$ cat config.mk
export PLATFORM = sky130hd
export DESIGN_NAME = sbf_coef_regs
export DESIGN_NICKNAME = d
export VERILOG_FILES = /design/src/hw/rtl/sbf_pkg.sv /design/src/hw/rtl/sbf_coef_regs.sv
export SDC_FILE = /design/constraint.sdc
export NUM_CORES = 1
export LEC_CHECK = 0
export BUFFER_PORTS_ARGS = -buffer_cell sky130_fd_sc_hd__buf_2
export CAP_MARGIN = 30
export CORE_MARGIN = 2
export CORE_UTILIZATION = 52
export CTS_BUF_LIST = sky130_fd_sc_hd__clkbuf_4
export CTS_CLUSTER_DIAMETER = 100
export DETAILED_ROUTE_END_ITERATION = 12
export GPL_TIMING_DRIVEN = 0
export PLACE_DENSITY_LB_ADDON = 0.25
export SETUP_SLACK_MARGIN = 0.3
export SLEW_MARGIN = 10
export SYNTH_ARGS = -nofsm -noshare
export SYNTH_HDL_FRONTEND = slang
export SYNTH_SLANG_ARGS = --single-unit
$ cat constraint.sdc
create_clock -name clk -period 0.95 [get_ports clk]
set_input_delay 0.095 -clock clk [delete_from_list [all_inputs] [get_ports clk]]
set_output_delay 0.095 -clock clk [all_outputs]
set_load 0.1 [all_outputs]
$ cat src/hw/rtl/sbf_pkg.sv
// Shared types and constants for the stereo biquad filter.
// Depends on nothing; every other file of the block imports it.
package sbf_pkg;

    localparam int SAMPLE_WIDTH   = 16;
    localparam int COEF_WIDTH     = 20;
    localparam int COEF_FRAC_BITS = 16;
    localparam int CHANNELS       = 2;
    localparam int NUM_COEFS      = 5;
    localparam int CFG_IDX_W      = 3;

    localparam logic [CFG_IDX_W-1:0] REG_COEF_X0 = 3'd0;
    localparam logic [CFG_IDX_W-1:0] REG_COEF_X1 = 3'd1;
    localparam logic [CFG_IDX_W-1:0] REG_COEF_X2 = 3'd2;
    localparam logic [CFG_IDX_W-1:0] REG_COEF_Y1 = 3'd3;
    localparam logic [CFG_IDX_W-1:0] REG_COEF_Y2 = 3'd4;

    localparam logic signed [COEF_WIDTH-1:0] COEF_X0_RESET = 20'sd65536;

    typedef logic signed [SAMPLE_WIDTH-1:0] sample_t;
    typedef logic signed [COEF_WIDTH-1:0]   coef_t;

    typedef struct packed {
        coef_t x0;
        coef_t x1;
        coef_t x2;
        coef_t y1;
        coef_t y2;
    } coef_set_t;

    typedef struct packed {
        sample_t sample_in;
        logic    start_of_stream;
    } sbf_in_t;

    typedef struct packed {
        sample_t sample_out;
        logic    channel_out;
        logic    clipped;
    } sbf_out_t;

endpackage

$ cat src/hw/rtl/sbf_coef_regs.sv
// Coefficient register file of the stereo biquad filter, written over the config channel.
// Depends on sbf_pkg.
module sbf_coef_regs
    import sbf_pkg::*;
(
    input  logic                 clk,
    input  logic                 rst_n,
    input  logic                 cfg_valid,
    input  logic [CFG_IDX_W-1:0] cfg_index,
    input  coef_t                cfg_data,
    output coef_set_t            coefs
);

    coef_set_t coefs_reg;
    coef_set_t coefs_next;

    always_comb
    begin
        coefs_next = coefs_reg;
        if (cfg_valid)
        begin
            case (cfg_index)
                REG_COEF_X0: coefs_next.x0 = cfg_data;
                REG_COEF_X1: coefs_next.x1 = cfg_data;
                REG_COEF_X2: coefs_next.x2 = cfg_data;
                REG_COEF_Y1: coefs_next.y1 = cfg_data;
                REG_COEF_Y2: coefs_next.y2 = cfg_data;
                default:     coefs_next = coefs_reg;
            endcase
        end
    end

    always_ff @(posedge clk or negedge rst_n)
    begin
        if (!rst_n)
        begin
            coefs_reg.x0 <= COEF_X0_RESET;
            coefs_reg.x1 <= '0;
            coefs_reg.x2 <= '0;
            coefs_reg.y1 <= '0;
            coefs_reg.y2 <= '0;
        end
        else
        begin
            coefs_reg <= coefs_next;
        end
    end

    assign coefs = coefs_reg;

endmodule

==> impl_results.md, run 1 <==
* Synth Net Count at 241
* Status: did not finish
* RD Place Congestion at 0.760
* Post-synth top cells: dfrtp_1, mux2_1, mux2_2
* Post-CTS sizing at 424
* Async SR Flop Fraction at 100%
* Stop stage: clock tree synthesis
* Hpwl dp at 6210 um
* # clock sinks at 100
* Initial core utilization at 54.5%
* Err: [ERROR DPL-0038] Utilization greater than 100%, impossible to legalize
* Yosys cell types at 9
* Syn. warnings at 0
* Row count at 30
* TritonCTS buffer count at 9
* Syn avg cell area at 17.4 sq um
* Post-synth top area share at 66.1%
* I/O pin count at 126
* Most frequent cell after synthesis: dfrtp_1
* Buffers on Ports at 125
* Chip Width at 88.9 um
* Gate Count Post-Synth at 215
* Sequential area share after synthesis at 66.8%
* Die H at 88.9 um
* Post-CTS Setup Bufs at 23
* Area contributors post-synth: dfrtp_1, mux2_1, mux2_2
* CTS H-tree depth at 3
* Yosys reg bits at 100
* Yosys top cell by area: dfrtp_1
* Post-synth top flop: dfrtp_1
* Post-Syn Area at 3750 sq um
* Clk buf depth at 2
* Post-synth EDFFs at 0
* Root Driver: clkbuf_4
[cell families after synthesis]
family | after synthesis | share of synthesized area [%]
mux | 100 | 30.1
flops | 100 | 66.8
buf+inv | 10 | 1.47
simple gates | 5 | 1.64
[metrics by stage]
stage	utilization [%]	area (sq um)	cells	hold WS (ns)	setup slack, ns
floorplan	-	4450	215	-0.201	-0.102
global placement	75.6	5190	436	0.377	-1.48
detailed placement	76.1	5230	437	0.0893	-0.351
==> run 2: changes to the inputs <==
--- a/config.mk
+++ b/config.mk
@@ -8,13 +8,10 @@
 export BUFFER_PORTS_ARGS = -buffer_cell sky130_fd_sc_hd__buf_2
 export CAP_MARGIN = 30
 export CORE_MARGIN = 2
-export CORE_UTILIZATION = 52
-export CTS_BUF_LIST = sky130_fd_sc_hd__clkbuf_4
-export CTS_CLUSTER_DIAMETER = 100
+export CORE_UTILIZATION = 40
 export DETAILED_ROUTE_END_ITERATION = 12
 export GPL_TIMING_DRIVEN = 0
-export PLACE_DENSITY_LB_ADDON = 0.25
-export SETUP_SLACK_MARGIN = 0.3
+export PLACE_DENSITY_LB_ADDON = 0.15
 export SLEW_MARGIN = 10
 export SYNTH_ARGS = -nofsm -noshare
 export SYNTH_HDL_FRONTEND = slang
==> impl_results.md, run 2 <==
* Clock Skews at 0 ns
* I/O pin count at 126 (unchanged)
* Post-Syn Area at 3750 sq um (unchanged)
* WP buf/inv at 1
* Worst-path clk slew at 0.11 ns
* Gate Count Post-Synth at 215 (unchanged)
* Final net count at 394
* Syn avg cell area at 17.4 sq um (unchanged)
* Most frequent cells in the layout: buf_12, dfrtp_4, mux2_4
* Synth Area in XOR/XNOR at 0% (unchanged)
* Synth Net Count at 241 (unchanged)
* Initial core utilization at 40.9% (-14 points)
* Per-cell routed wire length at 20.9 um
* Hold Slack at -0.214 ns
* Delay-heaviest family, CP: flip-flops
* # clock sinks at 100 (unchanged)
* CP max-delay cell: dfstp_4
* Root Driver: clkbuf_8
* Power Total at 23.1 mW
* MaxCap Viol Count at 0
* Post-layout worst setup margin at -0.313 ns
* Overflow after GRT at 0
* CTS tree: built
* Hold Crit Class: input pin to asynchronous set/reset pin
* Failing checks: negative hold slack, negative setup slack
* Post-Synth Adder-Cell Area at 0% (unchanged)
* Critical Path Start: coefs[96]$_DFFE_PN1P_
* Row count at 35 (+17%)
* Minimum clock period at 1.26 ns
* Power Dens Cells at 3230 nW/um^2
* RSZ-0062 raised after global routing: true
* Worst slew pin tran at 0.724 ns
* Final Hold Vio Count at 54
* Status: finished with violations
* Setup violators final at 116
* Sequential area share after synthesis at 66.8% (unchanged)
* Post-synth top flop: dfrtp_1
* Critical path capture point type: output port
* Global-route usage over all layers at 20.9%
* Crit Path Max Fanout at 2
* Post-synthesis mux area share at 30.1% (unchanged)
* Yosys top cell by area: dfrtp_1
* Async SR Flop Fraction at 100% (unchanged)
* Final Max Slew Viols at 0
* Die H at 101 um (+13%)
* Die area at 10200 sq um
* FF+latch area at 2880 sq um
* Largest family of logic cells by synthesized area: multiplexers
* Clk buf depth at 2 (unchanged)
* Post-synth top cells: dfrtp_1, mux2_1, mux2_2
* Post-synth EDFFs at 0 (unchanged)
* Layout area overhead at 90.8%
* Leak Pwr at 3.10 nW
* CTS H-tree depth at 3 (unchanged)
* Post-Synth Simple-Gate Area at 1.64% (unchanged)
* Most common cell after layout, fill and taps aside: buf_12
* Yosys reg bits at 100 (unchanged)
* Routed Antenna Nets at 0
* Max reg flops at 100
* Period utilization at 133%
* Synth Area in Compound Gates at 0% (unchanged)
* CP peak stage delay at 0.65 ns
* 1st-pass router iterations at 3
* RR Startpoint: coefs[2]$_DFFE_PN0P_
* Clock latency on the worst-skew pair at 0.34 ns
* Vias in the first global route at 2781
* Yosys cell types at 9 (unchanged)
* WP data arrival at 1.17 ns
* Hpwl dp at 5810 um (-6.4%)
* Fmax achieved at 0.792 GHz
* Layout cells sized above 1 at 98.7%
* # diodes at 0
* Initial antenna violation count at 0
* First-pass GRT wire length at 16200 um
* Syn. warnings at 0 (unchanged)
* RD Place Congestion at 0.730 (-4.0%)
* Area contributors post-synth: dfrtp_1, mux2_1, mux2_2
* Routed WL at 10100 um
* Fillers at 470
* Core area at 9150 sq um
* Via Count at 2415
* Peak supply drop at 1.92 mV
* Relative slew slack at 51.8%
* Startpoint types: flop
* Worst path cell trace: buf_12
* CP Data Required Time at 0.85 ns
* Number of remaining DRC errors at 0
* DR iter-0 viols at 49
* Chip Width at 101 um (+13%)
* Post-synth top area share at 66.1% (unchanged)
* Largest net degree at the start of global routing at 56
* TritonCTS buffer count at 9 (unchanged)
* Drt via density at 4.99
* Buffers on Ports at 125 (unchanged)
* Most frequent cell after synthesis: dfrtp_1
* Area of the multi-input gates at 1500 sq um
* Class of the most critical setup path: flop to output port
[run 2: layout make-up]
class | instances | area share [%]
multi-input combinational | 105 | 21.0
clock buffer | 11 | 2.12
clock inverter | 5 | 0.910
buffer | 10 | 1.09
sequential | 100 | 40.2
tap | 111 | 1.94
timing repair buffer | 142 | 32.7
[run 2: layer usage]
metal / track usage, % / vias to the layer above / share of wire (%)
li1: - / 1059 / -
met5: 0 / - / 0
met3: 3.74 / 4 / 4.3
met2: 35.7 / 76 / 52
met1: 27.8 / 1276 / 43
met4: 5.37 / 0 / 0.47
[run 2: repair_timing]
action	4_1_cts	5_1_grt
gates resized for setup	411	12
hold endpoints to repair	54	54
setup buffers	13	8
setup endpoints to repair	100	121
pin swaps	0	0
[run 2: power breakdown]
| group | switching (mW) | internal [mW] | total (mW) |
|---|---|---|---|
| logic | 8.09 | 5.07 | 13.2 |
| clock network | 1.52 | 1.40 | 2.91 |
| registers | 1.16 | 5.82 | 6.98 |
[run 2: logic make-up (layout without fill, tap and decap cells)]
logic type             Yosys count  in the layout
buffers and inverters           10            168
DFF                            100            100
and+or+nand+nor                  5              5
muxes                          100            100
[run 2: path summary, 6_finish.rpt]
check	cells past startpoint	endpoint	slack (ns)
max in group asynchronous	2	coefs[2]$_DFFE_PN0P_	0.46
max reg2reg	2	coefs[2]$_DFFE_PN0P_	-0.06
min in group clk	2	coefs[74]$_DFFE_PN0P_	0.03
min reg2reg	1	coefs[23]$_DFFE_PN0P_	0.57
min	1	coefs[16]$_DFFE_PN0P_	-0.21
max	1	coefs[96]	-0.31
[run 2: per-stage QoR]
step	setup WS [ns]	setup TNS (ns)	cells	util (%)	area, sq um
after floorplan	-0.118	-7.44	215	-	4450
after global placement	-1.62	-187.74	451	56.9	5210
after detailed placement	-0.333	-28.24	452	57.3	5240
after CTS	-0.331	-19.54	481	77.5	7100
after global routing	-0.335	-21.27	484	78.1	7150
final	-0.313	-17.87	484	78.1	7150
(Power assumes the default switching activity.)
==> run 3: changes to the inputs <==
--- a/config.mk
+++ b/config.mk
@@ -8,7 +8,7 @@
 export BUFFER_PORTS_ARGS = -buffer_cell sky130_fd_sc_hd__buf_2
 export CAP_MARGIN = 30
 export CORE_MARGIN = 2
-export CORE_UTILIZATION = 40
+export CORE_UTILIZATION = 50
 export DETAILED_ROUTE_END_ITERATION = 12
 export GPL_TIMING_DRIVEN = 0
 export PLACE_DENSITY_LB_ADDON = 0.15
==> impl_results.md, run 3 <==
* Status: did not finish
* Stop stage: clock tree synthesis
* Err: [ERROR DPL-0033] detailed placement checks failed during check placement.
* CTS H-tree depth at 3 (unchanged)
* Post-synth EDFFs at 0 (unchanged)
* Syn avg cell area at 17.4 sq um (unchanged)
* Worst slack, placed at -0.334 ns (-0.00140 ns)
* Most frequent cell after synthesis: dfrtp_1
* Chip Width at 90.6 um (-10%)
* Sequential area share after synthesis at 66.8% (unchanged)
* Root Driver: clkbuf_8
* Area contributors post-synth: dfrtp_1, mux2_1, mux2_2
* Post-synth top flop: dfrtp_1
* Yosys reg bits at 100 (unchanged)
* # placed instances at 440 (-2.7%)
* Gate Count Post-Synth at 215 (unchanged)
* Initial core utilization at 51.6% (+11 points)
* RD Place Congestion at 0.767 (+5.1%)
* Post-synth top area share at 66.1% (unchanged)
* Buffers on Ports at 125 (unchanged)
* # clock sinks at 100 (unchanged)
* Synth Net Count at 241 (unchanged)
* I/O pin count at 126 (unchanged)
* Async SR Flop Fraction at 100% (unchanged)
* Syn. warnings at 0 (unchanged)
* Clk buf depth at 2 (unchanged)
* Post-CTS Setup Bufs at 17 (+4)
* Die H at 90.6 um (-10%)
* Post-CTS sizing at 415 (+0.97%)
* Hpwl dp at 5800 um (-0.24%)
* Row count at 31 (-11%)
* Post-Syn Area at 3750 sq um (unchanged)
* TritonCTS buffer count at 9 (unchanged)
* Post-synth top cells: dfrtp_1, mux2_1, mux2_2
* Yosys top cell by area: dfrtp_1
* Yosys cell types at 9 (unchanged)
-- run 3: kinds of logic after synthesis --
family / synth area share (%)
multiplexers: 30.1
flip-flops: 66.8
buffers and inverters: 1.47
AND/OR/NAND/NOR: 1.64
-- run 3: per-stage QoR --
stage	hold WS (ns)	TNS [ns]	utilization, %	cell area (sq um)
2_1_floorplan	-0.201	-7.44	-	4450
3_3_place_gp	0.373	-177.36	71.6	5200
3_5_place_dp	0.170	-28.31	72.1	5230
